===== src/sv/round_robin_quantum_scheduler_core_defines.svh =====
// Assertion macros shared by the scheduler RTL.
`ifndef ROUND_ROBIN_QUANTUM_SCHEDULER_CORE_DEFINES_SVH
`define ROUND_ROBIN_QUANTUM_SCHEDULER_CORE_DEFINES_SVH

// Same-cycle implication, sampled on clk, off while arst_n is low.
`define RRQS_ASSERT_IMP(lbl, ante, cons, msg) \
	lbl: assert property (@(posedge clk) disable iff (!arst_n) (ante) |-> (cons)) else $error(msg);

// Next-cycle implication, sampled on clk, off while arst_n is low.
`define RRQS_ASSERT_NXT(lbl, ante, cons, msg) \
	lbl: assert property (@(posedge clk) disable iff (!arst_n) (ante) |=> (cons)) else $error(msg);

`endif


===== src/sv/rrqs_pkg.sv =====
// Shared types and constants of the round-robin quantum scheduler.
`timescale 1ns / 1ps
package rrqs_pkg;

	localparam int TID_W          = 6;
	localparam int QV_W           = 16;
	localparam int KIND_W         = 2;
	localparam int S_TDATA_W      = 24;
	localparam int M_TDATA_W      = 24;
	localparam int TASK_COUNT_DEF = 64;
	localparam int IDLE_ID_DEF    = 0;

	localparam logic [TID_W-1:0] RESET_RUN_ID  = 6'd1;
	localparam logic [QV_W-1:0]  RESET_QUANTUM = 16'd10;

	typedef enum logic [KIND_W-1:0] {
		K_TICK     = 2'd0,
		K_READY    = 2'd1,
		K_DISPATCH = 2'd2,
		K_SETQ     = 2'd3
	} kind_t;

	// Command broadcast to every queue cell for one cycle.
	typedef struct packed {
		logic             rm_en;  // unlink key if present
		logic             app_en; // append key at the tail
		logic             pop;    // drop the head
		logic [TID_W-1:0] key;
	} qctl_t;

endpackage


===== src/sv/rrqs_ram.sv =====
// Generic single-write, single-read RAM with registered read data.
`timescale 1ns / 1ps
module rrqs_ram #(
	parameter int WIDTH = 16,
	parameter int DEPTH = 64
) (
	input  logic                     clk,
	input  logic                     wr_en,
	input  logic [$clog2(DEPTH)-1:0] wr_addr,
	input  logic [WIDTH-1:0]         wr_data,
	input  logic                     rd_en,
	input  logic [$clog2(DEPTH)-1:0] rd_addr,
	output logic [WIDTH-1:0]         rd_data
);

	logic [WIDTH-1:0] mem [DEPTH];

	always_ff @(posedge clk) begin
		if (wr_en) begin
			mem[wr_addr] <= wr_data;
		end
		if (rd_en) begin
			rd_data <= mem[rd_addr];
		end
	end

endmodule


===== src/sv/rrqs_cell.sv =====
// One slot of the ready queue: holds a task number and moves it toward the head.
`timescale 1ns / 1ps
module rrqs_cell #(
	parameter int POS_W = 6,
	parameter int IDX   = 0
) (
	input  logic                       clk,
	input  logic                       arst_n,
	input  rrqs_pkg::qctl_t            ctl,
	input  logic [POS_W-1:0]           app_pos,
	input  logic                       shift_in,
	input  logic                       nb_vld,
	input  logic [rrqs_pkg::TID_W-1:0] nb_id,
	output logic                       match,
	output logic                       vld,
	output logic [rrqs_pkg::TID_W-1:0] id
);

	logic                       vld_q;
	logic [rrqs_pkg::TID_W-1:0] id_q;
	logic                       app_here;

	// A pop looks like a match in the head slot.
	assign match    = (ctl.rm_en && vld_q && (id_q == ctl.key)) || ((IDX == 0) && ctl.pop);
	assign app_here = ctl.app_en && (app_pos == POS_W'(IDX));

	always_ff @(posedge clk or negedge arst_n) begin
		if (!arst_n) begin
			vld_q <= 1'b0;
		end else if (app_here) begin
			vld_q <= 1'b1;
		end else if (shift_in) begin
			vld_q <= nb_vld;
		end
	end

	always_ff @(posedge clk) begin
		if (app_here) begin
			id_q <= ctl.key;
		end else if (shift_in) begin
			id_q <= nb_id;
		end
	end

	assign vld = vld_q;
	assign id  = id_q;

endmodule


===== src/sv/rrqs_queue.sv =====
// Ready queue as a row of cells, compacted toward the head by a prefix-OR of matches.
`timescale 1ns / 1ps
module rrqs_queue #(
	parameter int TASK_COUNT = rrqs_pkg::TASK_COUNT_DEF
) (
	input  logic                          clk,
	input  logic                          arst_n,
	input  rrqs_pkg::qctl_t               ctl,
	input  logic [$clog2(TASK_COUNT)-1:0] app_pos,
	output logic                          head_vld,
	output logic [rrqs_pkg::TID_W-1:0]    head_id,
	output logic                          found
);

	localparam int POS_W = $clog2(TASK_COUNT);
	localparam int LVL   = $clog2(TASK_COUNT);

	logic [TASK_COUNT-1:0]             match;
	logic [TASK_COUNT-1:0]             vld;
	logic [rrqs_pkg::TID_W-1:0]        id [TASK_COUNT];
	logic [LVL:0][TASK_COUNT-1:0]      pre;

	assign pre[0] = match;

	// Log-depth prefix OR: a cell shifts when a match sits at or before it.
	for (genvar l = 0; l < LVL; l++) begin : g_lvl
		for (genvar i = 0; i < TASK_COUNT; i++) begin : g_bit
			if (i >= (1 << l)) begin : g_or
				assign pre[l+1][i] = pre[l][i] | pre[l][i - (1 << l)];
			end else begin : g_pass
				assign pre[l+1][i] = pre[l][i];
			end
		end
	end

	for (genvar i = 0; i < TASK_COUNT; i++) begin : g_cell
		logic                       nb_vld;
		logic [rrqs_pkg::TID_W-1:0] nb_id;

		if (i == TASK_COUNT - 1) begin : g_last
			assign nb_vld = 1'b0;
			assign nb_id  = '0;
		end else begin : g_mid
			assign nb_vld = vld[i+1];
			assign nb_id  = id[i+1];
		end

		rrqs_cell #(
			.POS_W (POS_W),
			.IDX   (i)
		) u_cell (
			.clk      (clk),
			.arst_n   (arst_n),
			.ctl      (ctl),
			.app_pos  (app_pos),
			.shift_in (pre[LVL][i]),
			.nb_vld   (nb_vld),
			.nb_id    (nb_id),
			.match    (match[i]),
			.vld      (vld[i]),
			.id       (id[i])
		);
	end

	assign head_vld = vld[0];
	assign head_id  = id[0];
	assign found    = pre[LVL][TASK_COUNT-1];

endmodule


===== src/sv/round_robin_quantum_scheduler_core.sv =====
// Top level of the round-robin scheduler with per-task time quantum.
`timescale 1ns / 1ps
`include "round_robin_quantum_scheduler_core_defines.svh"
//
// Channel   Dir  Group            Content (low bit first)
// -------   ---  ---------------  ------------------------------------------------
// s_axis    in   tvalid/tready    tuser: kind; tdata: task_id, quantum_value
// m_axis    out  tvalid/tready    tdata: running_task, quantum_left, switched,
//                                        queue_empty
// cfg       in   wr_en/wr_data    default_quantum, also reloads the running quantum
//
// One item is in flight at a time. After the accepting edge, decode (S_EXEC) leads straight
// to the result step (S_DONE) for set-quantum, a plain tick or a make-ready of an invalid
// task; a make-ready adds unlink/append (S_RA); a dispatch adds the pop (S_POP, not on an
// empty queue) and the quantum load (S_LOAD); a tick that expires the quantum and requeues
// adds all three. Each queue step and the registered quantum read has its own state.
// Reset is asynchronous and clears the queue at once; no clearing pass is needed.
// A stalled result beat holds the block in its last step; no further beat is accepted.
module round_robin_quantum_scheduler_core #(
	parameter int TASK_COUNT = rrqs_pkg::TASK_COUNT_DEF,
	parameter int IDLE_ID    = rrqs_pkg::IDLE_ID_DEF
) (
	input  logic                           clk,
	input  logic                           arst_n,
	// configuration
	input  logic                           cfg_wr_en,
	input  logic [rrqs_pkg::QV_W-1:0]      cfg_wr_data,   // default_quantum
	// input stream
	input  logic                           s_axis_tvalid,
	output logic                           s_axis_tready,
	input  logic [rrqs_pkg::S_TDATA_W-1:0] s_axis_tdata,  // task_id, quantum_value, 2'b0
	input  logic [rrqs_pkg::KIND_W-1:0]    s_axis_tuser,  // kind
	// result stream
	output logic                           m_axis_tvalid,
	input  logic                           m_axis_tready,
	output logic [rrqs_pkg::M_TDATA_W-1:0] m_axis_tdata   // running_task, quantum_left,
	                                                      // switched, queue_empty
);

	localparam int TID_W  = rrqs_pkg::TID_W;
	localparam int QV_W   = rrqs_pkg::QV_W;
	localparam int ADDR_W = $clog2(TASK_COUNT);
	localparam int CNT_W  = $clog2(TASK_COUNT + 1);
	localparam int EXT_W  = TID_W + ADDR_W;

	localparam logic [TID_W-1:0]  IDLE_TID  = TID_W'(IDLE_ID);
	localparam logic [ADDR_W-1:0] IDLE_ADDR = ADDR_W'(IDLE_ID);

	// Sequencer steps of one item.
	typedef enum logic [2:0] {
		S_IDLE,  // wait for an input beat
		S_EXEC,  // decode, count the tick, update quantum table
		S_RA,    // unlink key from the queue and append it at the tail
		S_POP,   // take the head as the running task
		S_LOAD,  // pick the new quantum from the memory read
		S_DONE   // hand the result to the output register
	} state_t;

	state_t                state_q;
	rrqs_pkg::kind_t       kind_q;
	logic [TID_W-1:0]      tid_q;
	logic [QV_W-1:0]       qv_q;
	logic [TID_W-1:0]      key_q;
	logic                  sw_q;
	logic                  pop_q;

	logic [TID_W-1:0]      running_q;
	logic [QV_W-1:0]       ticks_q;
	logic [QV_W-1:0]       default_q;
	logic [CNT_W-1:0]      cnt_q;
	logic [TASK_COUNT-1:0] given_q;

	rrqs_pkg::qctl_t       qctl;
	logic                  head_vld;
	logic [TID_W-1:0]      head_id;
	logic                  found;
	logic [CNT_W-1:0]      found_ext;
	logic [CNT_W-1:0]      cnt_rm;

	logic [EXT_W-1:0]      tid_ext;
	logic [EXT_W-1:0]      run_ext;
	logic [EXT_W-1:0]      head_ext;
	logic [ADDR_W-1:0]     tid_addr;
	logic [ADDR_W-1:0]     run_addr;
	logic [ADDR_W-1:0]     head_addr;
	logic                  tid_ok;
	logic [QV_W-1:0]       tick_dec;

	logic                  ram_we;
	logic                  ram_re;
	logic [ADDR_W-1:0]     ram_raddr;
	logic [QV_W-1:0]       ram_rdata;
	logic                  out_free;

	// Task numbers to table addresses; extend first so any TASK_COUNT fits.
	assign tid_ext   = {{ADDR_W{1'b0}}, tid_q};
	assign run_ext   = {{ADDR_W{1'b0}}, running_q};
	assign head_ext  = {{ADDR_W{1'b0}}, head_id};
	assign tid_addr  = tid_ext[ADDR_W-1:0];
	assign run_addr  = run_ext[ADDR_W-1:0];
	assign head_addr = head_ext[ADDR_W-1:0];
	assign tid_ok    = (int'(tid_q) < TASK_COUNT);

	// Saturating countdown of the running quantum.
	assign tick_dec = (ticks_q == '0) ? '0 : ticks_q - 1'b1;

	// Tail slot after the unlink: the old count less one if the key was found.
	assign found_ext = {{(CNT_W-1){1'b0}}, found};
	assign cnt_rm    = cnt_q - found_ext;

	always_comb begin
		qctl        = '0;
		qctl.key    = key_q;
		qctl.rm_en  = (state_q == S_RA);
		qctl.app_en = (state_q == S_RA);
		qctl.pop    = (state_q == S_POP);
	end

	rrqs_queue #(
		.TASK_COUNT (TASK_COUNT)
	) u_queue (
		.clk      (clk),
		.arst_n   (arst_n),
		.ctl      (qctl),
		.app_pos  (cnt_rm[ADDR_W-1:0]),
		.head_vld (head_vld),
		.head_id  (head_id),
		.found    (found)
	);

	// Per-task quantum table; only entries flagged in given_q are ever used.
	assign ram_we    = (state_q == S_EXEC) && (kind_q == rrqs_pkg::K_SETQ) && tid_ok;
	assign ram_re    = (state_q == S_POP) ||
	                   ((state_q == S_EXEC) && (kind_q == rrqs_pkg::K_DISPATCH));
	assign ram_raddr = (state_q == S_POP) ? head_addr : IDLE_ADDR;

	rrqs_ram #(
		.WIDTH (QV_W),
		.DEPTH (TASK_COUNT)
	) u_quantum_ram (
		.clk     (clk),
		.wr_en   (ram_we),
		.wr_addr (tid_addr),
		.wr_data (qv_q),
		.rd_en   (ram_re),
		.rd_addr (ram_raddr),
		.rd_data (ram_rdata)
	);

	assign s_axis_tready = (state_q == S_IDLE);
	assign out_free      = !m_axis_tvalid || m_axis_tready;

	always_ff @(posedge clk or negedge arst_n) begin
		if (!arst_n) begin
			state_q       <= S_IDLE;
			kind_q        <= rrqs_pkg::K_TICK;
			tid_q         <= '0;
			qv_q          <= '0;
			key_q         <= '0;
			sw_q          <= 1'b0;
			pop_q         <= 1'b0;
			running_q     <= rrqs_pkg::RESET_RUN_ID;
			ticks_q       <= rrqs_pkg::RESET_QUANTUM;
			default_q     <= rrqs_pkg::RESET_QUANTUM;
			cnt_q         <= '0;
			given_q       <= '0;
			m_axis_tvalid <= 1'b0;
			m_axis_tdata  <= '0;
		end else begin
			// Drop the result beat once taken, unless the last step below replaces it.
			if (m_axis_tvalid && m_axis_tready && (state_q != S_DONE)) begin
				m_axis_tvalid <= 1'b0;
			end

			unique case (state_q)
				S_IDLE: begin
					if (s_axis_tvalid) begin
						kind_q  <= rrqs_pkg::kind_t'(s_axis_tuser);
						tid_q   <= s_axis_tdata[TID_W-1:0];
						qv_q    <= s_axis_tdata[TID_W +: QV_W];
						sw_q    <= 1'b0;
						pop_q   <= 1'b0;
						state_q <= S_EXEC;
					end
				end
				S_EXEC: begin
					unique case (kind_q)
						rrqs_pkg::K_TICK: begin
							ticks_q <= tick_dec;
							if ((tick_dec == '0) && (cnt_q != '0)) begin
								// Quantum spent: requeue the runner (idle task stays out), then pop.
								sw_q  <= 1'b1;
								pop_q <= 1'b1;
								if (running_q != IDLE_TID) begin
									key_q   <= running_q;
									state_q <= S_RA;
								end else begin
									state_q <= S_POP;
								end
							end else begin
								state_q <= S_DONE;
							end
						end
						rrqs_pkg::K_READY: begin
							if (tid_ok) begin
								key_q   <= tid_q;
								state_q <= S_RA;
							end else begin
								state_q <= S_DONE;
							end
						end
						rrqs_pkg::K_DISPATCH: begin
							sw_q <= 1'b1;
							if (cnt_q != '0) begin
								state_q <= S_POP;
							end else begin
								// Empty queue: fall back to the idle task, read already issued.
								running_q <= IDLE_TID;
								state_q   <= S_LOAD;
							end
						end
						rrqs_pkg::K_SETQ: begin
							if (tid_ok) begin
								given_q[tid_addr] <= 1'b1;
							end
							state_q <= S_DONE;
						end
					endcase
				end
				S_RA: begin
					cnt_q   <= cnt_rm + 1'b1;
					state_q <= pop_q ? S_POP : S_DONE;
				end
				S_POP: begin
					running_q <= head_id;
					cnt_q     <= cnt_q - 1'b1;
					state_q   <= S_LOAD;
				end
				S_LOAD: begin
					ticks_q <= given_q[run_addr] ? ram_rdata : default_q;
					state_q <= S_DONE;
				end
				S_DONE: begin
					if (out_free) begin
						m_axis_tvalid <= 1'b1;
						m_axis_tdata  <= {(cnt_q == '0), sw_q, ticks_q, running_q};
						state_q       <= S_IDLE;
					end
				end
				default: begin
					state_q <= S_IDLE;
				end
			endcase

			// Default, quantum reload; user writes only while idle, unchecked.
			if (cfg_wr_en) begin
				default_q <= cfg_wr_data;
				ticks_q   <= cfg_wr_data;
			end
		end
	end

	// The fill count and the head cell agree on emptiness.
	`RRQS_ASSERT_IMP(a_empty_head, 1'b1, (cnt_q == '0) == !head_vld, "queue count and head cell disagree")
	// A pop makes the old head the running task and goes on to the quantum load.
	`RRQS_ASSERT_NXT(a_pop_load, state_q == S_POP, (state_q == S_LOAD) && (running_q == $past(head_id)), "pop did not dispatch the head")
	// The last step always issues a result beat when the output register is free.
	`RRQS_ASSERT_NXT(a_beat_out, (state_q == S_DONE) && out_free, m_axis_tvalid && (state_q == S_IDLE), "result beat not issued")
	// The queue never holds more entries than there are tasks.
	`RRQS_ASSERT_IMP(a_cnt_max, 1'b1, int'(cnt_q) <= TASK_COUNT, "queue count overflow")

endmodule


===== config.mk =====
export PLATFORM = sky130hd
export DESIGN_NAME = round_robin_quantum_scheduler_core
export DESIGN_NICKNAME = d
export VERILOG_FILES = /design/src/sv/rrqs_pkg.sv /design/src/sv/rrqs_ram.sv /design/src/sv/rrqs_cell.sv /design/src/sv/rrqs_queue.sv /design/src/sv/round_robin_quantum_scheduler_core.sv
export VERILOG_INCLUDE_DIRS = /design/src /design/src/sv
export SDC_FILE = /design/constraint.sdc
export NUM_CORES = 2
export LEC_CHECK = 0
export ABC_AREA = 1
export BUFFER_PORTS_ARGS = -buffer_cell sky130_fd_sc_hd__buf_2
export CORE_MARGIN = 5
export CORE_UTILIZATION = 48
export CTS_BUF_LIST = sky130_fd_sc_hd__clkbuf_4
export DETAILED_ROUTE_END_ITERATION = 8
export GPL_TIMING_DRIVEN = 0
export PLACE_DENSITY = 0.62
export SLEW_MARGIN = 10
export SYNTH_ARGS = -nofsm -noshare
export SYNTH_HDL_FRONTEND = slang
export SYNTH_SLANG_ARGS = --single-unit

===== constraint.sdc =====
create_clock -name clk -period 6.1 [get_ports clk]
set_clock_uncertainty 0.1 [all_clocks]
set_input_delay 0.915 -clock clk [delete_from_list [all_inputs] [get_ports clk]]
set_output_delay 0.915 -clock clk [all_outputs]
set_load 0.1 [all_outputs]

=== Word level (Yosys, flattened, before mapping) ===
Memories as Yosys holds them, arrays and structs flattened. A register that Yosys moved wholly into a read port is not among the register bits.
Index checks and enable logic that the tools add are counted.

* Muxes and demuxes: 292
* Reduce and logical (&&, ||, !) cells: 288
* Add/sub/neg operators: 4
* Bitwise logic cells: 322
* Eq/ne operators: 147
* Order comparisons: 3

{| class="wikitable"
|+ Operators with widths
! kind !! count
|-
| 6-bit two-way mux || 133
|-
| 6-bit equality test || 64
|-
| 1-bit OR || 321
|-
| 1-bit logical AND || 198
|-
| 6-bit equality test, second input constant || 32
|-
| 1-bit two-way mux || 139
|-
| 2-bit nonzero test || 68
|-
| 6-bit by 5-bit equality test with 1-bit output, second input constant || 16
|-
| 16-bit two-way mux || 4
|-
| 64-bit OR || 1
|-
| 6-bit by 4-bit equality test with 1-bit output, second input constant || 8
|-
| 16-bit logical NOT || 2
|-
| 16-bit one-hot mux with 2 select lines || 1
|-
| 6-bit by 3-bit equality test with 1-bit output, second input constant || 4
|-
| 6-bit one-hot mux with 2 select lines || 2
|-
| 3-bit one-hot mux with 6 select lines || 1
|-
| 16-bit by 1-bit subtractor with 16-bit output, second input constant || 1
|-
| 3-bit two-way mux || 5
|-
| 6-bit by 7-bit < comparator with 1-bit output, second input constant || 2
|-
| 7-bit one-hot mux with 2 select lines || 1
|-
| 6-bit by 2-bit equality test with 1-bit output, second input constant || 2
|-
| 3-bit one-hot mux with 4 select lines || 1
|-
| 4-bit AND reduction || 3
|-
| 2-bit != test, second input constant || 5
|-
| 28 further kinds || 42
|}

* Output and inout port bits: 26
* Memory bits (writable): 1024
* Register bits: 617
* Memories: 1
* Input port bits: 47

{| class="wikitable"
|+ Memories
! name !! depth !! bits a word !! rd ports !! clocked after memory_dff !! wr ports !! line !! text
|-
| u_quantum_ram.mem || 64 || 16 || 1 || 1 || 1 || rrqs_ram.sv:16 || <nowiki>logic [WIDTH-1:0] mem [DEPTH];</nowiki>
|}

=== Depth between registers and ports, before layout ===
* Word-level depth: 14
* Depth in mapped cells: 30
* Mapped depth without buffers: 28

=== Hierarchy ===
From an unflattened synthesis, not the netlist that was laid out.

* Cell total of the unflattened synthesis: 9382
* Area total of the unflattened synthesis: 82855.7 um^2

{| class="wikitable"
|+ By module, submodules not included
! module !! times used !! cells each !! area each (um^2) !! sequential area each (um^2)
|-
| rrqs_ram || 1 || 3534 || 42300.6 || 31230.0
|-
| round_robin_quantum_scheduler_core || 1 || 1029 || 8391.8 || 4235.3
|-
| rrqs_cell at u_queue.g_cell[21].u_cell ... || 10 || 69 || 473.0 || 205.2
|-
| rrqs_cell at u_queue.g_cell[1].u_cell ... || 8 || 72 || 486.7 || 205.2
|-
| rrqs_cell at u_queue.g_cell[31].u_cell ... || 6 || 68 || 485.5 || 205.2
|-
| rrqs_cell at u_queue.g_cell[53].u_cell ... || 6 || 67 || 481.7 || 205.2
|-
| rrqs_cell at u_queue.g_cell[12].u_cell ... || 5 || 70 || 476.7 || 205.2
|-
| rrqs_cell at u_queue.g_cell[23].u_cell ... || 5 || 69 || 475.5 || 205.2
|-
| rrqs_cell at u_queue.g_cell[15].u_cell ... || 5 || 69 || 474.2 || 205.2
|-
| rrqs_cell at u_queue.g_cell[10].u_cell ... || 4 || 75 || 498.0 || 205.2
|-
| rrqs_cell at u_queue.g_cell[17].u_cell ... || 4 || 71 || 483.0 || 205.2
|-
| rrqs_cell at u_queue.g_cell[11].u_cell ... || 4 || 71 || 480.5 || 205.2
|-
| rrqs_queue || 1 || 337 || 1342.5 || 0.0
|-
| rrqs_cell at u_queue.g_cell[13].u_cell ... || 2 || 73 || 493.0 || 205.2
|-
| +4 rows || n/a || n/a || n/a || n/a
|}

=== Least setup slack after synthesis ===
No wires, ideal clock.

* Path kind: reg2reg
* From: reg key_q[2]
* To: reg u_queue.g_cell[21].u_cell.id_q (netlist bit u_queue.g_cell[21].u_cell.id[0]), enable pin
* Arrival: 3856 ps
* Required time: 5675 ps
* Clock period less this slack: 4281 ps
* Stages on the path, launching flop included: 28
* Setup slack: 1819 ps
* Cell sequence: dfrtp_1 buf_2 inv_2 buf_2 buf_2 buf_2 nand2_1 nand2_1 nor2_1 nand3_1 nand2_1 nor2_1 nand2_1 nor2_1 nand2_1 nor2_1 inv_1 ha_1 ha_1 nand2_1 xor2_2 nand2_1 nor2_4 inv_2 buf_6 nor2_4 buf_2 nand3b_1

* Cells in the longest elaborated chain, start to end: 13
* Elaborated cells on any way between the ends: 206

{| class="wikitable"
|+ Ends and longest elaborated chain
! element !! line !! text
|-
| from (decl) || round_robin_quantum_scheduler_core.sv:63 || <nowiki>logic [TID_W-1:0] key_q;</nowiki>
|-
| from (signal assigned) || round_robin_quantum_scheduler_core.sv:195 || <nowiki>key_q <= running_q;</nowiki>
|-
| from (signal assigned) || round_robin_quantum_scheduler_core.sv:206 || <nowiki>key_q <= tid_q;</nowiki>
|-
| 6-bit equality test || rrqs_cell.sv:24 || <nowiki>assign match = (ctl.rm_en && vld_q && (id_q == ctl.key)) || ((IDX == 0) && ctl.pop);</nowiki>
|-
| 1-bit logical AND || rrqs_cell.sv:24 ||
|-
| 1-bit logical OR || rrqs_cell.sv:24 ||
|-
| 1-bit OR (6 in series) || rrqs_queue.sv:29 || <nowiki>assign pre[l+1][i] = pre[l][i] | pre[l][i - (1 << l)];</nowiki>
|-
| 7-bit by 1-bit subtractor with 7-bit output || round_robin_quantum_scheduler_core.sv:109 || <nowiki>assign cnt_rm = cnt_q - found_ext;</nowiki>
|-
| 6-bit by 5-bit equality test with 1-bit output || rrqs_cell.sv:25 || <nowiki>assign app_here = ctl.app_en && (app_pos == POS_W'(IDX));</nowiki>
|-
| 1-bit logical AND || rrqs_cell.sv:25 ||
|-
| 2-bit nonzero test (no line) * || n/a ||
|-
| to (signal assigned) || rrqs_cell.sv:39 || <nowiki>id_q <= ctl.key;</nowiki>
|-
| to (signal assigned) || rrqs_cell.sv:41 || <nowiki>id_q <= nb_id;</nowiki>
|-
| to (decl) || rrqs_cell.sv:20 || <nowiki>logic [rrqs_pkg::TID_W-1:0] id_q;</nowiki>
|}

Every way passes the cells marked *; elsewhere a longest branch is shown, timed or not.
A chain may end at the register's enable or synchronous reset.

=== Worst setup path after layout ===
* From: reg key_q[2]
* To: reg u_queue.g_cell[13].u_cell.id_q (netlist bit u_queue.g_cell[13].u_cell.id[1]), data pin

* Cells in the longest elaborated chain, start to end: 13
* Elaborated cells on any way between the ends: 196

{| class="wikitable"
|+ Ends and longest elaborated chain
! element !! line !! text
|-
| 6-bit equality test || rrqs_cell.sv:24 ||
|-
| 1-bit logical AND || rrqs_cell.sv:24 ||
|-
| 1-bit logical OR || rrqs_cell.sv:24 ||
|-
| 1-bit OR (5 in series) || rrqs_queue.sv:29 ||
|-
| 1-bit OR * || rrqs_queue.sv:29 ||
|-
| 7-bit by 1-bit subtractor with 7-bit output * || round_robin_quantum_scheduler_core.sv:109 ||
|-
| 6-bit by 4-bit equality test with 1-bit output * || rrqs_cell.sv:25 ||
|-
| 1-bit logical AND * || rrqs_cell.sv:25 ||
|-
| 6-bit two-way mux * || rrqs_cell.sv:38 || <nowiki>if (app_here) begin</nowiki>
|-
| to (signal assigned) || rrqs_cell.sv:39 ||
|-
| to (signal assigned) || rrqs_cell.sv:41 ||
|-
| to (decl) || rrqs_cell.sv:20 ||
|}

Marked as above.

==> key figures <==
Layout
  • Final instance area: 90010 sq um
  • Fin cells: 11501
  • Fin nets: 9039
  • Area delta synth->final: 14.24%
  • Most frequent cells in the layout: nand2_1, edfxtp_1, inv_1
  • Commonest non-fill, non-tap cell in the layout: nand2_1
  • Share of post-route cells with drive strength above 1: between 10% and 20%
  • Layout fillers: between 10000 and 15000

Clock network
  • Total CTS buffers: 443
  • Clock Path Buffers: 4
  • Clk slew on worst S/H paths: 0.07 ns
  • CTS Root Cell: clkbuf_4
  • H-tree depth: 5
  • Worst-Skew Late Latency: 1.44 ns
  • CTS tree: done
  • Clock sink count: between 1500 and 2000

Global routing
  • Grt ovf: 0
  • Total Routing Usage GR: 35.87%
  • Number of global-route vias before repair: 63538
  • Met3 Use GR: 9.314%
  • GRT met2 Usage: around 55%
  • M1 GR Usage: 44.16%
  • Global-route wire length before repair: 445800 microns
  • Most Used Layer, Global Route: met2
  • Largest net degree at the start of global routing: 102
  • Initial antenna violation count: 13

Yosys
  • FF+latch count, synth: 1657
  • Dominant register cell in the synthesized netlist: edfxtp_1
  • Synth warn: 0
  • Avg Cell Area, Syn: 9.452 sq um
  • Async SR Flop Fraction: 14.06%
  • Yosys cell types: 56
  • Post-synth top area cell: edfxtp_1
  • Post-synth EDFFs: 1424
  • Post-synthesis instance total: ~8300
  • Synth top area share: 54.27%
  • Post-synthesis instance area: 78790 sq um
  • Post-synthesis sequential area ratio: 61.68%
  • Top post-synthesis cells by area: edfxtp_1, nand2_1, dfrtp_1
  • Post-Syn Nets: 8392

Drt
  • DRT Pass-1 Iters: 9
  • Total Wirelength: 317900 microns
  • WL/cell: 27.64 microns
  • Drt via density: 5.863
  • Post-route antenna net violation count: 0
  • DR vias: 67431
  • DRC viols: 5
  • DRT iter0 DRCs: between 9000 and 10000

Timing
  • Slew HR: 4.200%
  • Setup ws final: -0.03174 ns
  • Hold Vio Cnt, Final: 0
  • Hold slack: roughly 0.13 ns
  • Fin crit period: around 6.1 ns
  • Final Max Slew Viols: 0
  • Endpoints failing setup: 1
  • Final Cycle Share: 100.5%
  • Achievable frequency: 163.1 MHz
  • Worst-margin pin slew: 1.437 ns

Setup path
  • Critical Path RT: 7.14 ns
  • Crit path kind: register to register
  • CP arrival: 7.17 ns
  • Crit Path Max Fanout: 10
  • R2R Path End: u_queue.g_cell[13].u_cell.id[1]
  • Path depth of the worst reg2reg path: 21
  • Register-to-register path setup slack: -0.03 ns
  • Largest delay share family, worst path: simple AND/OR/NAND/NOR gates
  • Sequence of cells on the critical path: buf_2 > inv_2 > buf_4 > buf_8 > a21oi_1 > nand4_1 > nand2_1 > nor2_4 > nand2_1 > nor2_4 > nand3_1 > nor2_4 > inv_1 > ha_1 > ha_1 > ha_1 > inv_1 > nor2_2 > nand2_1 > clkbuf_1 > o21ai_0
  • CP max stage delay: 0.56 ns
  • CP endpoint kind: register
  • Reg-to-Reg Start: key_q[2]
  • CP startpoint kind: register
  • Slowest library cell on the worst path: nor2_2
  • Critical path buffer and inverter count: 7

Placed design
  • Gpl congestion: 1.064
  • Place WS: -1.543 ns
  • Placed Cells: 10658
  • IO Port Bufs: 70
  • Post-DP HPWL: about 220000 microns
  • Dpl cell area: ~83000 sq um

Run status
  • Outcome: finished with violations
  • Failing checks: design-rule violations, negative setup slack

Die
  • Die area: 172400 sq um
  • I/O pin cnt: 73
  • Rows: 148
  • Initial core utilization: 48.35%
  • CORE AREA: roughly 160000 sq um
  • Die X: 415.2 microns
  • Die H: 415.2 microns

Pwr
  • Leak: between 0.03 and 0.04 uW
  • Peak VDD IR: between 0.4 and 0.5 mV
  • PwrDens: 430.3 nW/um^2
  • Power, Total: 38730 uW

Worst hold path
  • Hold path endpoint: qv_q[3]
  • HP Class: primary input to register
  • Hold path cells: 4
  • Hold wc startpoint: s_axis_tdata[9]

Flow run
  • Max_cap viols: 0
==> stage by stage <==
stage | setup TNS, ns | util (%)
CTS | 0 | 55.11
finish | -0.03174 | 55.24
floorplan | 0 | -
global placement | -849.37 | 50.24
detailed placement | -611.48 | 51.22
global route | -0.1329 | 55.22
==> report_power, final <==
part           total, uW  switching [uW]  internal (uW)
registers          15400            1150          14300
clock network      10000            4840           5180
logic              13300           10400           2870
==> layer usage <==
layer  up-vias  wire, microns
met5         -             77
met4         9          26470
met3      1095          34950
met2      4462         141300
met1     32043         115200
li1      29822              -
==> how the worst max path moves through the flow <==
stage / startpoint / to / slack [ns] / depth (start not counted)
after global routing: key_q[5] / u_queue.g_cell[21].u_cell.id[3] / -0.02 / 25
final: key_q[2] / u_queue.g_cell[13].u_cell.id[1] / -0.03 / 21
after global placement: key_q[1] / u_queue.g_cell[51].u_cell.vld / -1.61 / 25
after floorplan: key_q[2] / u_queue.g_cell[21].u_cell.id[0] / 1.82 / 27
after CTS: state_q[0] / u_queue.g_cell[25].u_cell.id[5] / 0.01 / 26
after detailed placement: key_q[1] / u_queue.g_cell[51].u_cell.vld / -1.54 / 25
==> tightest hold or removal path, delay by kind of cell <==
family,cells,cell delay (ns)
simple gates,2,0.09
buf+inv,2,0.66
==> synth_stat cells (3+ instances only) <==
cell         n
o21ai_1     81
nor2_2      19
a22oi_1      5
o211ai_1   215
o21bai_1    32
xor2_1      49
clkbuf_1   214
a21oi_1    250
nand2_2      3
nor2_4      19
a211oi_1    32
nor2_1     729
nand3b_1    11
xnor2_1      3
nand4_1    110
a31oi_1      3
inv_2       21
nor3_1     114
and2_0       3
nand2_1   2291
and3_1       4
mux2_2      14
dfrtp_1    228
o21ai_0    695
ha_1         9
nand3_1    597
or2_2      146
buf_4       12
edfxtp_1  1424
dfstp_2      5
inv_1      725
buf_2      194
nor3b_1     11
buf_1       23
buf_6        4
o22ai_1     15
==> repair_timing <==
item,in CTS,in global routing
hold buffers,47,0
endpoints found under the hold margin,187,0
pin swaps,4,2
setup endpoints to repair,834,704
gates resized for setup,81,57
setup buffers,8,1
==> state kept, by name (all words and copies together), names as in the netlist, 7 cells and up <==
signal	count
ticks_q	16
u_quantum_ram.mem	1024
default_q	16
qv_q	16
u_queue.g_cell.u_cell.vld	64
u_queue.g_cell.u_cell.id	384
given_q	64
u_quantum_ram.rd_data	16
m_axis_tdata	24
cnt_q	7
==> layout make-up <==
class | count | area (sq um) | area share [%]
sequential | 1657 | 48660 | 54.06
antenna | 16 | 40.04 | 0.04448
buffer | 446 | 2203 | 2.448
tap | 2175 | 2721 | 3.023
clock buffer | 658 | 4940 | 5.488
inverter | 748 | 2815 | 3.128
multi-input combinational | 5484 | 25700 | 28.55
timing repair buffer | 203 | 2303 | 2.559
clock inverter | 114 | 628.1 | 0.6978
==> logic make-up after synthesis <==
| logic type | Yosys count | share of synthesized area, % |
|---|---|---|
| mux | 14 | 0.2001 |
| simple gates | 4071 | 21.80 |
| flops | 1657 | 61.68 |
| buf+inv | 1195 | 6.096 |
| fa+ha+maj | 9 | 0.1429 |
| compound gates | 1336 | 9.452 |
| xor+xnor | 54 | 0.6336 |
No activity file was read; power rests on OpenSTA's default activity.
